### src/sv/eafd_pkg.sv
// Shared types and constants for the escaped API frame deframer.
`default_nettype none

package eafd_pkg;

	localparam int unsigned MAX_FRAME_DATA = 255;
	localparam int unsigned FIFO_DEPTH     = 2;
	localparam int unsigned FIFO_PTR_W     = $clog2(FIFO_DEPTH);
	localparam int unsigned FIFO_CNT_W     = $clog2(FIFO_DEPTH + 1);

	localparam logic [7:0] ESC_XOR   = 8'h20;
	localparam logic [7:0] SUM_GOOD  = 8'hFF;
	localparam logic [7:0] LEN_SAT   = 8'hFF;

	localparam logic [7:0] RST_START_MARKER  = 8'd126;
	localparam logic [7:0] RST_ESCAPE_MARKER = 8'd125;
	localparam logic [7:0] RST_CODE_TX       = 8'd139;
	localparam logic [7:0] RST_CODE_RX       = 8'd144;
	localparam logic [7:0] RST_CODE_IO       = 8'd146;
	localparam logic [7:0] RST_CODE_MODEM    = 8'd138;
	localparam logic [7:0] RST_CODE_CMD      = 8'd136;
	localparam logic [7:0] RST_CODE_REMOTE   = 8'd151;

	typedef enum logic [2:0] {
		REG_START_MARKER  = 3'd0,
		REG_ESCAPE_MARKER = 3'd1,
		REG_CODE_TX       = 3'd2,
		REG_CODE_RX       = 3'd3,
		REG_CODE_IO       = 3'd4,
		REG_CODE_MODEM    = 3'd5,
		REG_CODE_CMD      = 3'd6,
		REG_CODE_REMOTE   = 3'd7
	} reg_idx_t;

	typedef enum logic [2:0] {
		KIND_TX      = 3'd0,
		KIND_RX      = 3'd1,
		KIND_IO      = 3'd2,
		KIND_MODEM   = 3'd3,
		KIND_CMD     = 3'd4,
		KIND_REMOTE  = 3'd5,
		KIND_UNKNOWN = 3'd6
	} kind_t;

	typedef enum logic [1:0] {
		ST_GOOD     = 2'd0,
		ST_CSUM_ERR = 2'd1,
		ST_TOO_LONG = 2'd2
	} status_t;

	typedef enum logic [1:0] {
		PH_HUNT   = 2'd0,
		PH_LEN_HI = 2'd1,
		PH_LEN_LO = 2'd2,
		PH_DATA   = 2'd3
	} phase_t;

	// One classified word from the front: a start marker or an unescaped byte.
	typedef struct packed {
		logic       is_start;
		logic [7:0] data;
	} token_t;

	// Type codes, in register order (later entries win on a tie).
	typedef struct packed {
		logic [7:0] tx;
		logic [7:0] rx;
		logic [7:0] io;
		logic [7:0] modem;
		logic [7:0] cmd;
		logic [7:0] remote;
	} codes_t;

	typedef struct packed {
		logic       frame_end;
		logic [7:0] data_byte;
		logic [7:0] byte_index;
		kind_t      frame_kind;
		logic [7:0] frame_length;
		status_t    frame_status;
	} result_t;

endpackage

`default_nettype wire

### src/sv/eafd_front.sv
// Front end: start/escape recognition and unescaping of raw bytes.
`default_nettype none

module eafd_front (
	input  wire                  clk,
	input  wire                  arst_n,
	input  wire  [7:0]           start_marker,
	input  wire  [7:0]           escape_marker,
	input  wire                  in_valid,
	output logic                 in_stall,
	input  wire  [7:0]           rx_byte,
	input  wire                  q_full,
	output logic                 q_push,
	output eafd_pkg::token_t     q_token
);

	logic esc_pending_q;
	logic accept;
	logic is_start;
	logic is_esc;

	assign in_stall = q_full;
	assign accept   = in_valid && !q_full;
	assign is_start = (rx_byte == start_marker);
	assign is_esc   = !is_start && (rx_byte == escape_marker);

	// escape words produce no token
	assign q_push           = accept && !is_esc;
	assign q_token.is_start = is_start;
	assign q_token.data     = esc_pending_q ? (rx_byte ^ eafd_pkg::ESC_XOR) : rx_byte;

	always_ff @(posedge clk or negedge arst_n) begin
		if (!arst_n) begin
			esc_pending_q <= 1'b0;
		end else if (accept) begin
			esc_pending_q <= is_esc;
		end
	end

endmodule

`default_nettype wire

### src/sv/eafd_fifo.sv
// Short token queue between front and back.
`default_nettype none

module eafd_fifo (
	input  wire                  clk,
	input  wire                  arst_n,
	input  wire                  push,
	input  wire eafd_pkg::token_t push_token,
	output logic                 full,
	input  wire                  pop,
	output logic                 not_empty,
	output eafd_pkg::token_t     head
);

	eafd_pkg::token_t                      entry_q [eafd_pkg::FIFO_DEPTH];
	logic [eafd_pkg::FIFO_PTR_W-1:0]       wr_ptr_q;
	logic [eafd_pkg::FIFO_PTR_W-1:0]       rd_ptr_q;
	logic [eafd_pkg::FIFO_CNT_W-1:0]       count_q;
	logic                                  do_push;
	logic                                  do_pop;

	assign full      = (count_q == eafd_pkg::FIFO_CNT_W'(eafd_pkg::FIFO_DEPTH));
	assign not_empty = (count_q != '0);
	assign head      = entry_q[rd_ptr_q];
	assign do_push   = push && !full;
	assign do_pop    = pop && not_empty;

	always_ff @(posedge clk) begin
		if (do_push) begin
			entry_q[wr_ptr_q] <= push_token;
		end
	end

	always_ff @(posedge clk or negedge arst_n) begin
		if (!arst_n) begin
			wr_ptr_q <= '0;
			rd_ptr_q <= '0;
			count_q  <= '0;
		end else begin
			if (do_push) begin
				wr_ptr_q <= (wr_ptr_q == eafd_pkg::FIFO_PTR_W'(eafd_pkg::FIFO_DEPTH - 1)) ?
					'0 : wr_ptr_q + 1'b1;
			end
			if (do_pop) begin
				rd_ptr_q <= (rd_ptr_q == eafd_pkg::FIFO_PTR_W'(eafd_pkg::FIFO_DEPTH - 1)) ?
					'0 : rd_ptr_q + 1'b1;
			end
			unique case ({do_push, do_pop})
				2'b10:   count_q <= count_q + 1'b1;
				2'b01:   count_q <= count_q - 1'b1;
				default: count_q <= count_q;
			endcase
		end
	end

endmodule

`default_nettype wire

### src/sv/eafd_back.sv
// Back end: frame parser, checksum, classification and output register.
`default_nettype none

module eafd_back (
	input  wire                  clk,
	input  wire                  arst_n,
	input  wire eafd_pkg::codes_t codes,
	input  wire                  q_not_empty,
	input  wire eafd_pkg::token_t q_head,
	output logic                 q_pop,
	output logic                 out_valid,
	input  wire                  out_stall,
	output eafd_pkg::result_t    result
);

	eafd_pkg::phase_t  phase_q;
	eafd_pkg::phase_t  phase_d;
	logic              len_hi_nz_q;
	logic [7:0]        len_q;
	logic [7:0]        idx_q;
	logic [7:0]        sum_q;
	logic [7:0]        type_q;
	logic              out_valid_q;
	eafd_pkg::result_t res_q;

	logic              out_free;
	logic              too_long;
	logic              last_byte;
	logic [7:0]        sum_next;
	eafd_pkg::kind_t   kind;
	logic              res_valid;
	eafd_pkg::result_t res_d;

	assign out_free  = !out_valid_q || !out_stall;
	assign q_pop     = q_not_empty && out_free;
	assign too_long  = len_hi_nz_q || (q_head.data > 8'(eafd_pkg::MAX_FRAME_DATA));
	assign last_byte = (idx_q == len_q);
	assign sum_next  = sum_q + q_head.data;

	// later code registers win
	always_comb begin
		kind = eafd_pkg::KIND_UNKNOWN;
		if (len_q != '0) begin
			if (type_q == codes.tx)     kind = eafd_pkg::KIND_TX;
			if (type_q == codes.rx)     kind = eafd_pkg::KIND_RX;
			if (type_q == codes.io)     kind = eafd_pkg::KIND_IO;
			if (type_q == codes.modem)  kind = eafd_pkg::KIND_MODEM;
			if (type_q == codes.cmd)    kind = eafd_pkg::KIND_CMD;
			if (type_q == codes.remote) kind = eafd_pkg::KIND_REMOTE;
		end
	end

	// next state
	always_comb begin
		phase_d = phase_q;
		if (q_pop) begin
			if (q_head.is_start) begin
				phase_d = eafd_pkg::PH_LEN_HI;
			end else begin
				unique case (phase_q)
					eafd_pkg::PH_HUNT:   phase_d = eafd_pkg::PH_HUNT;
					eafd_pkg::PH_LEN_HI: phase_d = eafd_pkg::PH_LEN_LO;
					eafd_pkg::PH_LEN_LO: phase_d = too_long ? eafd_pkg::PH_HUNT :
						eafd_pkg::PH_DATA;
					eafd_pkg::PH_DATA:   phase_d = last_byte ? eafd_pkg::PH_HUNT :
						eafd_pkg::PH_DATA;
					default:             phase_d = eafd_pkg::PH_HUNT;
				endcase
			end
		end
	end

	// result generation
	always_comb begin
		res_valid          = 1'b0;
		res_d.frame_end    = 1'b0;
		res_d.data_byte    = q_head.data;
		res_d.byte_index   = '0;
		res_d.frame_kind   = eafd_pkg::KIND_TX;
		res_d.frame_length = '0;
		res_d.frame_status = eafd_pkg::ST_GOOD;
		if (q_pop && !q_head.is_start) begin
			unique case (phase_q)
				eafd_pkg::PH_LEN_LO: begin
					if (too_long) begin
						res_valid          = 1'b1;
						res_d.frame_end    = 1'b1;
						res_d.frame_kind   = eafd_pkg::KIND_UNKNOWN;
						res_d.frame_length = eafd_pkg::LEN_SAT;
						res_d.frame_status = eafd_pkg::ST_TOO_LONG;
					end
				end
				eafd_pkg::PH_DATA: begin
					res_valid = 1'b1;
					if (last_byte) begin
						res_d.frame_end    = 1'b1;
						res_d.frame_kind   = kind;
						res_d.frame_length = len_q;
						res_d.frame_status = (sum_next == eafd_pkg::SUM_GOOD) ?
							eafd_pkg::ST_GOOD : eafd_pkg::ST_CSUM_ERR;
					end else begin
						res_d.byte_index = idx_q;
					end
				end
				default: res_valid = 1'b0;
			endcase
		end
	end

	always_ff @(posedge clk or negedge arst_n) begin
		if (!arst_n) begin
			phase_q     <= eafd_pkg::PH_HUNT;
			out_valid_q <= 1'b0;
		end else begin
			phase_q <= phase_d;
			if (out_free) begin
				out_valid_q <= res_valid;
			end
		end
	end

	always_ff @(posedge clk) begin
		if (out_free && res_valid) begin
			res_q <= res_d;
		end
		if (q_pop) begin
			if (q_head.is_start) begin
				idx_q  <= '0;
				sum_q  <= '0;
				type_q <= '0;
			end else begin
				unique case (phase_q)
					eafd_pkg::PH_LEN_HI: len_hi_nz_q <= (q_head.data != '0);
					eafd_pkg::PH_LEN_LO: len_q <= q_head.data;
					eafd_pkg::PH_DATA: begin
						sum_q <= sum_next;
						idx_q <= idx_q + 1'b1;
						if (idx_q == '0) begin
							type_q <= q_head.data;
						end
					end
					default: len_q <= len_q;
				endcase
			end
		end
	end

	assign out_valid = out_valid_q;
	assign result    = res_q;

endmodule

`default_nettype wire

### src/sv/escaped_api_frame_deframer.sv
// Top level of the escaped API frame deframer: config registers, front, queue, back.
`default_nettype none

//  channel | handshake           | payload
//  --------+---------------------+-------------------------------------------
//  config  | cfg_we              | cfg_index[2:0], cfg_data[7:0]
//  input   | in_valid / in_stall | rx_byte[7:0]
//  output  | out_valid/out_stall | frame_end, data_byte, byte_index,
//          |                     | frame_kind, frame_length, frame_status
//
// One input word per cycle sustained while the token queue is not full; a word
// with a result passes the queue to the output register behind tokens queued ahead.
// The front stalls only when the two-entry token queue is full; the back end
// drains the queue whenever the output register is empty or being taken.
// Reset clears control state and loads the default marker and type codes.

module escaped_api_frame_deframer (
	input  wire          clk,
	input  wire          arst_n,
	input  wire          cfg_we,
	input  wire  [2:0]   cfg_index,
	input  wire  [7:0]   cfg_data,
	input  wire          in_valid,
	output logic         in_stall,
	input  wire  [7:0]   rx_byte,
	output logic         out_valid,
	input  wire          out_stall,
	output logic         frame_end,
	output logic [7:0]   data_byte,
	output logic [7:0]   byte_index,
	output logic [2:0]   frame_kind,
	output logic [7:0]   frame_length,
	output logic [1:0]   frame_status
);

	logic [7:0]        start_marker_q;
	logic [7:0]        escape_marker_q;
	eafd_pkg::codes_t  codes_q;

	logic              q_push;
	logic              q_full;
	logic              q_pop;
	logic              q_not_empty;
	eafd_pkg::token_t  q_in;
	eafd_pkg::token_t  q_head;
	eafd_pkg::result_t result;

	// config register file; the user must write it only while idle, the block does not enforce it
	always_ff @(posedge clk or negedge arst_n) begin
		if (!arst_n) begin
			start_marker_q  <= eafd_pkg::RST_START_MARKER;
			escape_marker_q <= eafd_pkg::RST_ESCAPE_MARKER;
			codes_q.tx      <= eafd_pkg::RST_CODE_TX;
			codes_q.rx      <= eafd_pkg::RST_CODE_RX;
			codes_q.io      <= eafd_pkg::RST_CODE_IO;
			codes_q.modem   <= eafd_pkg::RST_CODE_MODEM;
			codes_q.cmd     <= eafd_pkg::RST_CODE_CMD;
			codes_q.remote  <= eafd_pkg::RST_CODE_REMOTE;
		end else if (cfg_we) begin
			unique case (eafd_pkg::reg_idx_t'(cfg_index))
				eafd_pkg::REG_START_MARKER:  start_marker_q  <= cfg_data;
				eafd_pkg::REG_ESCAPE_MARKER: escape_marker_q <= cfg_data;
				eafd_pkg::REG_CODE_TX:       codes_q.tx      <= cfg_data;
				eafd_pkg::REG_CODE_RX:       codes_q.rx      <= cfg_data;
				eafd_pkg::REG_CODE_IO:       codes_q.io      <= cfg_data;
				eafd_pkg::REG_CODE_MODEM:    codes_q.modem   <= cfg_data;
				eafd_pkg::REG_CODE_CMD:      codes_q.cmd     <= cfg_data;
				eafd_pkg::REG_CODE_REMOTE:   codes_q.remote  <= cfg_data;
				default:                     codes_q         <= codes_q;
			endcase
		end
	end

	// front: drops escape words, unescapes, tags start markers
	eafd_front u_front (
		.clk           (clk),
		.arst_n        (arst_n),
		.start_marker  (start_marker_q),
		.escape_marker (escape_marker_q),
		.in_valid      (in_valid),
		.in_stall      (in_stall),
		.rx_byte       (rx_byte),
		.q_full        (q_full),
		.q_push        (q_push),
		.q_token       (q_in)
	);

	eafd_fifo u_fifo (
		.clk        (clk),
		.arst_n     (arst_n),
		.push       (q_push),
		.push_token (q_in),
		.full       (q_full),
		.pop        (q_pop),
		.not_empty  (q_not_empty),
		.head       (q_head)
	);

	// back: length capture, checksum, classification, output register
	eafd_back u_back (
		.clk         (clk),
		.arst_n      (arst_n),
		.codes       (codes_q),
		.q_not_empty (q_not_empty),
		.q_head      (q_head),
		.q_pop       (q_pop),
		.out_valid   (out_valid),
		.out_stall   (out_stall),
		.result      (result)
	);

	assign frame_end    = result.frame_end;
	assign data_byte    = result.data_byte;
	assign byte_index   = result.byte_index;
	assign frame_kind   = result.frame_kind;
	assign frame_length = result.frame_length;
	assign frame_status = result.frame_status;

endmodule

`default_nettype wire

### config.mk
export PLATFORM = sky130hd
export DESIGN_NAME = escaped_api_frame_deframer
export DESIGN_NICKNAME = d
export VERILOG_FILES = /design/src/sv/eafd_pkg.sv /design/src/sv/eafd_front.sv /design/src/sv/eafd_fifo.sv /design/src/sv/eafd_back.sv /design/src/sv/escaped_api_frame_deframer.sv
export SDC_FILE = /design/constraint.sdc
export NUM_CORES = 1
export LEC_CHECK = 0
export BUFFER_PORTS_ARGS = -buffer_cell sky130_fd_sc_hd__buf_2
export CORE_ASPECT_RATIO = 0.75
export CORE_MARGIN = 2
export CORE_UTILIZATION = 45
export DETAILED_ROUTE_END_ITERATION = 10
export PLACE_DENSITY = 0.7
export SETUP_SLACK_MARGIN = 0.5
export SYNTH_ARGS = -nofsm -noshare
export SYNTH_HDL_FRONTEND = slang
export SYNTH_SLANG_ARGS = --single-unit
### constraint.sdc
create_clock -name clk -period 2.85 [get_ports clk]
set_input_delay 0.1425 -clock clk [delete_from_list [all_inputs] [get_ports clk]]
set_output_delay 0.1425 -clock clk [all_outputs]
set_load 0.05 [all_outputs]
Yosys cells after proc, flatten, opt, wreduce, memory -nomap -nowiden
Memories as Yosys holds them, arrays and structs flattened. Cells that the tools add are included.

Register bits: 135. Bits of input ports: 24. Output and inout bits: 32. Word-level logic and storage cells: 128. RAM bits: 18. Memories kept: 1.

Memories: u_fifo.entry_q (depth 2, width 9, read ports 1, clocked after Yosys merged registers in 0, write ports 1, RTL line eafd_fifo.sv:15) `eafd_pkg::token_t entry_q [eafd_pkg::FIFO_DEPTH];`.

Add/sub/neg operators: 6. Reductions and logical operators: 38. Bitwise operators: 4. Equality and inequality tests: 23. Muxes and demuxes: 30. Magnitude comparators: 1.

Operators by type and width (count): $eq A8 B8 Y1 (9); $mux W8 (4); $mux W13 (2); $pmux W13 S2 (1); $mux W3 (7); $reduce_and A2 Y1 (9); $reduce_bool A8 Y1 (2); $eq A3 B3 Y1 const B (4); $reduce_and A3 Y1 (3); $add A8 B1 Y8 const B (1); $add A8 B8 Y8 (1); $eq A2 B2 Y1 const B (4); $eq A8 B8 Y1 const B (1); $gt A8 B8 Y1 const B (1); $logic_and A1 B1 Y1 (8); $logic_not A8 Y1 (1); $mux W1 (8); $pmux W2 S4 (1); $reduce_bool A2 Y1 (4); $eq A3 B2 Y1 const B (2); $logic_not A1 Y1 (6); $mux W2 (3); $mux W6 (1); $eq A2 B1 Y1 const B (2); other kinds (11) (17).

Logic depth before layout (Yosys ltp)
Gate-level depths: netlist (run 1).

Depth after elaboration: 10. Mapped depth: 11. Mapped depth without buffers: 10.

By module
A second synthesis (run 1) with hierarchy kept.

Cells, all modules: 534. Area, all modules: 7374.6 sq um.

By module, submodules not included: eafd_back (times used 1, area an instance 3708.6 sq um, cells an instance 309); escaped_api_frame_deframer (times used 1, area an instance 2491.1 sq um, cells an instance 143); eafd_fifo (times used 1, area an instance 845.8 sq um, cells an instance 46); eafd_front (times used 1, area an instance 329.1 sq um, cells an instance 36).

Worst setup path before layout (run 1)
No wires, ideal clock.

Path kind: reg-to-reg. Start point: register u_back.out_valid_q (netlist: u_back.out_valid). End point: register u_back.res_q (netlist bit u_back.result[0]) (enable). Path buffers: 0. Slack: 53 ps. Arrival time: 2379 ps. Cell stages (with the launch flop): 5. Cell sequence: dfrtp_1 > o2bb2ai_1 > inv_1 > nand2_2 > nor2_1.

Word-level cells in the longest chain between the ends: 6.

Ends and longest elaborated chain: from (decl) (RTL line eafd_back.sv:23) `logic out_valid_q;`; from (signal assigned) (RTL line eafd_back.sv:117) `out_valid_q <= res_valid;`; $logic_not A1 Y1 (RTL line eafd_back.sv:34) `assign out_free = !out_valid_q || !out_stall;`; $logic_or A1 B1 Y1 (RTL line eafd_back.sv:34); $logic_and A1 B1 Y1 (RTL line eafd_back.sv:35) `assign q_pop = q_not_empty && out_free;`; net q_pop (RTL line escaped_api_frame_deframer.sv:42) `logic q_pop;`; $logic_and A1 B1 Y1 (RTL line eafd_back.sv:82) `if (q_pop && !q_head.is_start) begin`; $mux W1 (RTL line eafd_back.sv:82); $logic_and A1 B1 Y1 (RTL line eafd_back.sv:123) `if (out_free && res_valid) begin`; to (signal assigned) (RTL line eafd_back.sv:124) `res_q <= res_d;`; to (decl) (RTL line eafd_back.sv:24) `eafd_pkg::result_t res_q;`.

The timed path passes the listed nets, and every way through them passes these cells. A chain may end at the register's enable or synchronous reset.

==> metrics, run 1 <==
unrepaired setup endpoints after global routing yes; Placement Setup Slack approximately 0.057 ns; first-pass GRT wire length ~25000 µm; status completed; Max-slew headroom 45.4%; Worst EP required around 3 ns; DR WL/cell between 15 and 20 µm; Synth top area share around a third; max reg flops 48; number of buffers added on ports 55; Final Cycle Share roughly 95%; IO Count 56; Slew Viols, Final 0; Hold Path Class input pin to flip-flop; worst clock skew 0.0132 ns; number of remaining DRC errors 0; crit-path max FO 5; Post-Route WL roughly 16000 µm; most frequent cells in the layout edfxtp_1, mux2_2, buf_2; Final #Nets ~660; Biggest register codes_q; DIE AREA about 17000 µm²; Clock Sinks 153; Core Util, Final roughly 56%; Initial Util between 40% and 50%; DR pass1 iterations 5; largest net degree at the start of global routing 28; Clock Tree Buf Depth 2; Mapped Cells just over 500; maxcap violations 0; post-DP HPWL approximately 11000 µm; number of antenna violations at the first check in global routing 0; Netlist cell types 53; Post-synth EDFFs 81; global route overflow 0; post-route setup slack 0.136 ns; critical path class flip-flop to flip-flop; worst-path cell chain mux2i_2 > inv_1 > ha_2 > inv_2 > fa_2 > or4_4 > nor4b_4 > a41oi_1; FILL cells ~1200; Pleak between 3 and 4 nW; critical path capture point type flip-flop; Hold Fails Final Rpt 0; Post-synth top flop edfxtp_1; htree depth 4; later-pin clock latency in the skew report about 0.43 ns; Synth async-reset ratio 47.1%; TritonCTS clock tree done; Reg clk slew, reported paths ~0.060 ns; Area Overhead vs Synth 22.4%; Die Ht between 100 and 150 µm; crit path DAT between 2 and 3 ns; CTS Buf Count 17; Max rail drop VDD roughly 0.00081 V; via count approximately 4600; final setup vio count 0; synthesized area per cell between 10 and 15 µm²; Yosys reg bits 153; Yosys Warn Count 0; layout cells sized above 1 between 40% and 50%; detailed router's first-iteration violation count 395; worst slew pin tran 0.814 ns; largest area contributor in the netlist edfxtp_1; Vias/cell roughly 5.4; Setup TNS 0 ns; register area share after synthesis 59.2%; Mapped Nets 552; Worst setup SP type flip-flop; all-layer global routing usage between 15 and 20%; Max stage delay on crit path approximately 0.55 ns; FMAX 369 MHz; CTS root buf clkbuf_16; Rows 40; Ant. Diodes 0; post-layout min period ~2.7 ns; ranking of synthesized cells by area edfxtp_1, dfrtp_1, dfstp_2; vias in the first global route ~4600; most common cell after layout, fill and taps aside edfxtp_1; core area between 15000 and 20000 µm²; RePlAce Congestion 0.882; Detail Route Antenna Nets 0; area of the mapped netlist around 7200 µm²; crit-path leading delay family simple AND/OR/NAND/NOR gates; WHS approximately 0.11 ns; Buf+Inv Stages, Crit Path 2; critical path's slowest cell or4_4; Die X 150 µm; pwr/cell area between 1000 and 1500 nW/µm²
[power breakdown]
group | internal, mW | total (mW) | switching [mW]
clock network | 1.29 | 2.15 | 0.861
logic | 1.76 | 3.98 | 2.22
registers | 3.26 | 3.85 | 0.590
total | 6.32 | 9.99 | 3.67
[Yosys cell counts, types with 5 or more instances]
library cell  count
a21oi_1           9
and2_1           13
buf_6             7
clkbuf_1          7
dfrtp_1          41
dfstp_2          31
edfxtp_1         81
ha_1             10
inv_1            17
mux2_2           66
mux2i_1           7
nand2_1           9
nand3_1           8
nand4_1          10
nor2_1           31
nor4_1            5
nor4_2            5
o21a_1           11
o21ai_0           6
xnor2_1          39
xor2_1           48
[final cells by class]
class | count | area [µm²] | share of cell area (%)
Sequential cell | 153 | 4270 | 48.4
Inverter | 17 | 63.8 | 0.722
Clock buffer | 26 | 536 | 6.06
Multi-Input combinational cell | 329 | 2940 | 33.2
Timing Repair Buffer | 104 | 728 | 8.24
Clock inverter | 6 | 35.0 | 0.396
Tap cell | 210 | 263 | 2.97
[stage by stage]
stage | instances | power [mW] | cell area [µm²]
global placement | 777 | 6.84 | 7740
global route | 845 | 10.5 | 8840
finish | 845 | 9.99 | 8840
detailed placement | 777 | 6.99 | 7740
CTS | 839 | 9.54 | 8650
floorplan | 517 | 6.20 | 7240
[what timing repair did]
| action | in CTS | in global routing |
|---|---|---|
| hold endpoints to repair | 30 | 0 |
| setup endpoints to repair | 5 | 16 |
| setup buffers | 20 | 6 |
| pin swaps | 5 | 10 |
| resized for setup | 19 | 31 |
| cloned | 0 | 0 |
| hold buffers | 10 | 0 |
[worst register-to-register path: cells and delay by family, from the launching register on]
kind | cells | cell delay [ns]
simple gates | 2 | 0.83
fa+ha+maj | 2 | 0.64
flops | 1 | 0.45
compound gates | 1 | 0.13
buf+inv | 2 | 0.15
mux | 1 | 0.25
[worst paths after layout]
check                                            start                        endpoint  slack (ns)  depth (start not counted)
hold / removal                             cfg_data[0]  escape_marker_q[0]$_DFFE_PN1P_        0.11                          2
setup / recovery           u_fifo.rd_ptr_q$_DFFE_PN0P_  u_back.result[0]$_SDFFCE_PN0P_        0.14                          8
min in group asynchronous                       arst_n         codes_q[14]$_DFFE_PN0P_        0.23                          2
max in group asynchronous                       arst_n         codes_q[25]$_DFFE_PN1P_        1.81                          3
hold reg to reg            u_fifo.wr_ptr_q$_DFFE_PN0P_     u_fifo.wr_ptr_q$_DFFE_PN0P_        0.49                          1
setup reg to reg           u_fifo.rd_ptr_q$_DFFE_PN0P_  u_back.result[0]$_SDFFCE_PN0P_        0.14                          8
[cell families after synthesis]
logic type | Yosys count | share of synthesized area, %
xor gates and xnor gates | 88 | 10.8
DFF | 153 | 59.2
buffers and inverters | 35 | 2.81
muxes | 74 | 11.6
adders and majority gates | 11 | 2.01
AOI/OAI and AO/OA | 41 | 3.98
and+or+nand+nor | 115 | 9.68
[routing by layer]
metal  vias to the layer above  GRT usage [%]  share of wire [%]
li1                       2067              -                  -
met1                      2294           26.5                 44
met2                       159           30.2                 48
met3                        32           4.36                5.4
met4                         0           8.99                2.3
met5                         -              0                  0
Note: power is estimated with default switching activity, not from simulation.
==> inputs of run 2 (changes only) <==
--- a/config.mk
+++ b/config.mk
@@ -8,9 +8,9 @@
 export BUFFER_PORTS_ARGS = -buffer_cell sky130_fd_sc_hd__buf_2
 export CORE_ASPECT_RATIO = 0.75
 export CORE_MARGIN = 2
-export CORE_UTILIZATION = 45
+export CORE_UTILIZATION = 25
 export DETAILED_ROUTE_END_ITERATION = 10
-export PLACE_DENSITY = 0.7
+export PLACE_DENSITY = 0.42
 export SETUP_SLACK_MARGIN = 0.5
 export SYNTH_ARGS = -nofsm -noshare
 export SYNTH_HDL_FRONTEND = slang
==> constraint.sdc (replaced) <==
create_clock -name clk -period 2.34 [get_ports clk]
set_input_delay 0.117 -clock clk [delete_from_list [all_inputs] [get_ports clk]]
set_output_delay 0.117 -clock clk [all_outputs]
set_load 0.05 [all_outputs]
==> metrics, run 2 (same netlist as run 1, synthesis figures left out) <==
multi-input logic area 3340 µm² (was 2940 µm²); crit path DAT 2.80 ns (was 2.87 ns); Rows 53 (was 40); Slew Viols, Final 0 (unchanged); most common cell after layout, fill and taps aside edfxtp_1 (unchanged); Core Util, Final 35.6% (was 55.7%); critical path capture point type flip-flop (unchanged); layout cells sized above 1 54.0% (was 42.5%); FF+latch area 4270 µm² (unchanged); P_sw 5.10 mW (was 3.67 mW); Biggest register codes_q (unchanged); Clock Power Share 21.0% (was 21.6%); unrepaired setup endpoints after global routing yes (unchanged); post-DP HPWL 13200 µm (was 10600 µm); worst clock skew 0.0162 ns (was 0.0132 ns); Max-slew headroom 46.4% (was 45.4%); DR WL/cell 17.6 µm (was 19.2 µm); number of antenna violations at the first check in global routing 0 (unchanged); Worst EP required 2.51 ns (was 3.01 ns); Reg clk slew, reported paths 0.07 ns (was 0.06 ns); Worst setup SP type flip-flop (unchanged); Final #Nets 709 (was 657); Max rail drop VDD 0.000588 V (was 0.000813 V); dpl cell area 8260 µm² (was 7740 µm²); FILL cells 2680 (was 1249); final setup vio count 3 (was 0); Clock Sinks 153 (unchanged); RePlAce Congestion 0.767 (was 0.882); worst slew pin tran 0.800 ns (was 0.814 ns); crit-path max FO 4 (was 5); maxcap violations 0 (unchanged); CTS root buf clkbuf_16 (unchanged); Detail Route Antenna Nets 0 (unchanged); Pint 8.79 mW (was 6.32 mW); hold depth 2 (unchanged); all-layer global routing usage 12.9% (was 19.6%); share of power burned in registers 33.2% (was 38.6%); largest net degree at the start of global routing 28 (unchanged); via count 4590 (was 4552); critical path class flip-flop to flip-flop (unchanged); Area Overhead vs Synth 38.8% (was 22.4%); Max stage delay on crit path 0.40 ns (was 0.55 ns); placed cell count 985 (was 777); Die X 200 µm (was 150 µm); Switching Share 36.7% (about the same); Finished Cell Area 10000 µm² (was 8840 µm²); Pleak 3.82 nW (was 3.41 nW); Post-Route WL 18900 µm (was 16200 µm); worst-case reg-to-reg path depth 10 (was 8); Ant. Diodes 0 (unchanged); core area 28200 µm² (was 15900 µm²); Clock Tree Buf Depth 2 (unchanged); DR pass1 iterations 4 (was 5); htree depth 4 (unchanged); Final Cycle Share 113% (was 95.2%); first-pass GRT wire length 29300 µm (was 25000 µm); later-pin clock latency in the skew report 0.43 ns (about the same); hold path start cfg_data[1] (was cfg_data[0]); R2R Setup Slk -0.30 ns (was 0.14 ns); worst-path cell chain buf_4 > buf_8 > mux2i_4 > inv_2 > ha_4 > nor2b_2 > o31a_1 > o21a_1 > or3_4 > and3_1 (was mux2i_2 > inv_1 > ha_2 > inv_2 > fa_2 > or4_4 > nor4b_4 > a41oi_1); global route overflow 0 (unchanged); critical path launch point u_fifo.rd_ptr_q$_DFFE_PN0P_ (unchanged); number of buffers added on ports 55 (unchanged); post-route setup slack -0.296 ns (was 0.136 ns); Layout Cells excl Fill 1072 (was 845); max reg flops 48 (unchanged); Die Ht 151 µm (was 114 µm); DIE AREA 30300 µm² (was 17100 µm²); status finished with violations (was completed); FMAX 379 MHz (was 369 MHz); combinational power share 45.8% (was 39.8%); TritonCTS clock tree done (unchanged); vias in the first global route 5039 (was 4606); number of remaining DRC errors 0 (unchanged); WHS 0.0972 ns (was 0.114 ns); Hold Path Class input pin to flip-flop (unchanged); Worst Hold End codes_q[1]$_DFFE_PN1P_ (was escape_marker_q[0]$_DFFE_PN1P_); critical path's slowest cell dfrtp_1 (was or4_4); post-layout min period 2.64 ns (was 2.71 ns); pwr/cell area 1390 nW/µm² (was 1130 nW/µm²); Hold Fails Final Rpt 0 (unchanged); detailed router's first-iteration violation count 254 (was 395); Vias/cell 4.28 (was 5.39); failing checks setup timing; Reg-to-Reg End u_back.sum_q[6]$_SDFFCE_PP0P_ (was u_back.result[0]$_SDFFCE_PN0P_); most frequent cells in the layout edfxtp_1, mux2_2, buf_4 (was edfxtp_1, mux2_2, buf_2); IO Count 56 (unchanged); Initial Util 25.6% (was 45.5%); reg-to-reg startpoint u_fifo.rd_ptr_q$_DFFE_PN0P_ (unchanged); CTS Buf Count 17 (unchanged)
run 2: cell types whose count changed in the layout (fill, tap and decap cells not counted), moves of 6 or more:
cell | before | now
nor2_4 | 0 | 11
buf_12 | 0 | 6
buf_4 | 24 | 63
nor2_1 | 29 | 10
nor2_2 | 2 | 11
run 2: routing by layer:
| layer | vias to the layer above | share of wire [%] | global-route usage (%) |
|---|---|---|---|
| met2 | 66 | 45 | 19.9 |
| met3 | 12 | 2.7 | 2.88 |
| met1 | 2341 | 52 | 18.4 |
| li1 | 2171 | - | - |
| met5 | - | 0 | 0 |
| met4 | 0 | 0.66 | 3.04 |
run 2: critical path: cells and delay by family (launching register included):
| family | cells | cell delay (ns) |
|---|---|---|
| muxes | 1 | 0.23 |
| AOI/OAI and AO/OA | 2 | 0.47 |
| buffers and inverters | 3 | 0.33 |
| and+or+nand+nor | 3 | 0.68 |
| DFF | 1 | 0.40 |
| adders and majority gates | 1 | 0.26 |
run 2: per-stage QoR:
stage,total power [mW],TNS (ns),worst slack (ns)
global route,14.7,-0.892,-0.377
global placement,8.99,-0.532,-0.268
floorplan,7.61,-0.429,-0.278
finish,13.9,-0.588,-0.296
detailed placement,9.10,-1.04,-0.345
CTS,13.4,-0.637,-0.293
run 2: power groups by stage:
stage | clock network [mW] | logic [mW] | registers [mW]
after global routing | 3.12 | 6.84 | 4.71
after detailed placement | 0 | 4.46 | 4.64
final | 2.92 | 6.36 | 4.61
after CTS | 3.00 | 5.84 | 4.60
after global placement | 0 | 4.36 | 4.63
after floorplan | 0 | 2.77 | 4.84
run 2: cell type report:
| class | instances | area share (%) |
|---|---|---|
| flip-flops and latches | 153 | 42.6 |
| multi-input cells | 330 | 33.3 |
| repair buffers | 155 | 12.3 |
| clock buffers | 22 | 5.07 |
| well taps | 385 | 4.81 |
| clock inverters | 10 | 1.21 |
| inverters | 17 | 0.662 |
run 2: repair_timing:
action,4_1_cts,5_1_grt
hold buffers,10,0
cloned,3,2
gates resized for setup,93,46
endpoints found under the hold margin,29,0
endpoints found under the setup margin,111,130
pin swaps,33,9
buffers inserted,33,7
run 2: worst max path at each step:
stage                                                end  slack, ns  depth (start not counted)
after floorplan           u_back.result[0]$_SDFFCE_PN0P_      -0.28                          9
after global placement    u_back.result[0]$_SDFFCE_PN0P_      -0.27                          9
after detailed placement  u_back.result[0]$_SDFFCE_PN0P_      -0.34                          8
after CTS                 u_back.result[0]$_SDFFCE_PN0P_      -0.29                          8
after global routing      u_back.result[0]$_SDFFCE_PN0P_      -0.38                         10
final                      u_back.sum_q[6]$_SDFFCE_PP0P_      -0.30                         10
==> inputs of run 3 (changes only) <==
--- a/config.mk
+++ b/config.mk
@@ -8,9 +8,9 @@
 export BUFFER_PORTS_ARGS = -buffer_cell sky130_fd_sc_hd__buf_2
 export CORE_ASPECT_RATIO = 0.75
 export CORE_MARGIN = 2
-export CORE_UTILIZATION = 25
+export CORE_UTILIZATION = 54
 export DETAILED_ROUTE_END_ITERATION = 10
-export PLACE_DENSITY = 0.42
+export PLACE_DENSITY = 0.77
 export SETUP_SLACK_MARGIN = 0.5
 export SYNTH_ARGS = -nofsm -noshare
 export SYNTH_HDL_FRONTEND = slang
==> metrics, run 3 (same netlist as run 1, synthesis figures left out) <==
status finished with violations (unchanged); failing checks setup timing (unchanged); Worst EP required 2.53 ns (was 2.51 ns); Slew Viols, Final 0 (unchanged); worst clock skew 0.00826 ns (was 0.0162 ns); placed cell count 758 (was 985); first-pass GRT wire length 27600 µm (was 29300 µm); Ant. Diodes 0 (unchanged); Final #Nets 721 (was 709); R2R Setup Slk -0.38 ns (was -0.30 ns); final setup vio count 6 (was 3); Layout Cells excl Fill 870 (was 1072); number of buffers added on ports 55 (unchanged); crit-path max FO 5 (was 4); post-DP HPWL 10600 µm (was 13200 µm); core area 13000 µm² (was 28200 µm²); pwr/cell area 1420 nW/µm² (was 1390 nW/µm²); post-route setup slack -0.379 ns (was -0.296 ns); largest net degree at the start of global routing 29 (was 28); Reg clk slew, reported paths 0.06 ns (was 0.07 ns); Initial Util 55.5% (was 25.6%); vias in the first global route 5130 (was 5039); Post-Route WL 18800 µm (was 18900 µm); layout cells sized above 1 53.6% (was 54.0%); Hold Path Class input pin to flip-flop (unchanged); FMAX 368 MHz (was 379 MHz); Biggest register codes_q (unchanged); Area Overhead vs Synth 34.6% (was 38.8%); Max rail drop VDD 0.00105 V (was 0.000588 V); FILL cells 731 (was 2680); max reg flops 48 (unchanged); later-pin clock latency in the skew report 0.43 ns (about the same); RePlAce Congestion 0.817 (was 0.767); critical path class flip-flop to flip-flop (unchanged); number of antenna violations at the first check in global routing 0 (unchanged); Clock Sinks 153 (unchanged); CTS Buf Count 17 (unchanged); worst slew pin tran 0.825 ns (was 0.800 ns); Vias/cell 5.72 (was 4.28); TritonCTS clock tree done (unchanged); most common cell after layout, fill and taps aside edfxtp_1 (unchanged); Die Ht 104 µm (was 151 µm); most frequent cells in the layout edfxtp_1, buf_4, mux2_2 (was edfxtp_1, mux2_2, buf_4); Die X 138 µm (was 200 µm); number of remaining DRC errors 0 (unchanged); Clock Tree Buf Depth 2 (unchanged); Max-slew headroom 44.7% (was 46.4%); global route overflow 0 (unchanged); WHS 0.0811 ns (was 0.0972 ns); Final Cycle Share 116% (was 113%); unrepaired setup endpoints after global routing yes (unchanged); detailed router's first-iteration violation count 298 (was 254); Pleak 3.88 nW (was 3.82 nW); all-layer global routing usage 26.2% (was 12.9%); via count 4979 (was 4590); htree depth 4 (unchanged); DR pass1 iterations 5 (was 4); crit path DAT 2.91 ns (was 2.80 ns); post-layout min period 2.72 ns (was 2.64 ns); Rows 36 (was 53); IO Count 56 (unchanged); DIE AREA 14300 µm² (was 30300 µm²); maxcap violations 0 (unchanged); DR WL/cell 21.6 µm (was 17.6 µm); worst-case reg-to-reg path depth 9 (was 10); hold depth 2 (unchanged); CTS root buf clkbuf_16 (unchanged); Detail Route Antenna Nets 0 (unchanged); Hold Fails Final Rpt 0 (unchanged); Core Util, Final 74.7% (was 35.6%); critical path capture point type flip-flop (unchanged); Worst setup SP type flip-flop (unchanged)
[run 3: worst paths after layout]
path                                            endpoint                   startpoint
min in group asynchronous  u_fifo.count_q[0]$_DFFE_PN0P_                       arst_n
hold reg to reg                  codes_q[30]$_DFFE_PN0P_      codes_q[30]$_DFFE_PN0P_
setup reg to reg           u_back.sum_q[6]$_SDFFCE_PP0P_  u_fifo.rd_ptr_q$_DFFE_PN0P_
hold / removal                    codes_q[9]$_DFFE_PN0P_                  cfg_data[1]
max in group asynchronous        codes_q[28]$_DFFE_PN1P_                       arst_n
setup / recovery           u_back.sum_q[6]$_SDFFCE_PP0P_  u_fifo.rd_ptr_q$_DFFE_PN0P_
[run 3: area by class of cell]
cell class | instances | area (µm²) | area share (%)
clock buffer | 20 | 468 | 4.81
multi-input combinational | 330 | 3310 | 34.0
tap | 171 | 214 | 2.20
sequential | 153 | 4280 | 44.0
clock inverter | 12 | 120 | 1.24
inverter | 17 | 63.8 | 0.657
timing repair buffer | 167 | 1270 | 13.1
[run 3: worst max-delay path, stage by stage (launching register included)]
cell and delay, ns:
dfrtp_2 0.46, buf_4 0.17, mux2i_4 0.27, inv_2 0.10
ha_4 0.24, nor2b_2 0.16, o31a_1 0.32, o21a_1 0.22
or3_1 0.37, and3_1 0.15
[run 3: power by group]
| group | switching (mW) | total (mW) | internal [mW] |
|---|---|---|---|
| clock | 1.09 | 2.74 | 1.65 |
| combinational | 3.43 | 6.48 | 3.05 |
| sequential | 0.646 | 4.62 | 3.97 |
| total | 5.17 | 13.8 | 8.68 |
[run 3: layer usage]
layer | wire length, µm | vias to the layer above | global-route usage [%] | share of wire (%)
met5 | 0 | - | 0 | 0
met4 | 464 | 0 | 12.0 | 2.5
met3 | 1060 | 46 | 5.41 | 5.7
met2 | 9630 | 192 | 41.9 | 51
met1 | 7610 | 2541 | 34.5 | 41
li1 | - | 2200 | - | -
[run 3: metrics by stage]
stage / power, mW / setup WS, ns / TNS [ns] / area (µm²)
after global placement: 8.68 / -0.311 / -0.606 / 7880
final: 13.8 / -0.379 / -1.64 / 9720
after floorplan: 7.61 / -0.278 / -0.429 / 7280
after global routing: 14.4 / -0.435 / -2.00 / 9720
after detailed placement: 8.85 / -0.428 / -0.852 / 7880
after CTS: 12.9 / -0.286 / -0.712 / 9330
[run 3: timing repair]
| item | 4_1_cts | 5_1_grt |
|---|---|---|
| hold endpoints to repair | 35 | 0 |
| hold buffers | 10 | 0 |
| setup endpoints to repair | 65 | 114 |
| buffers inserted | 54 | 14 |
| cloned | 1 | 1 |
| resized for setup | 71 | 52 |
| pin swaps | 50 | 33 |
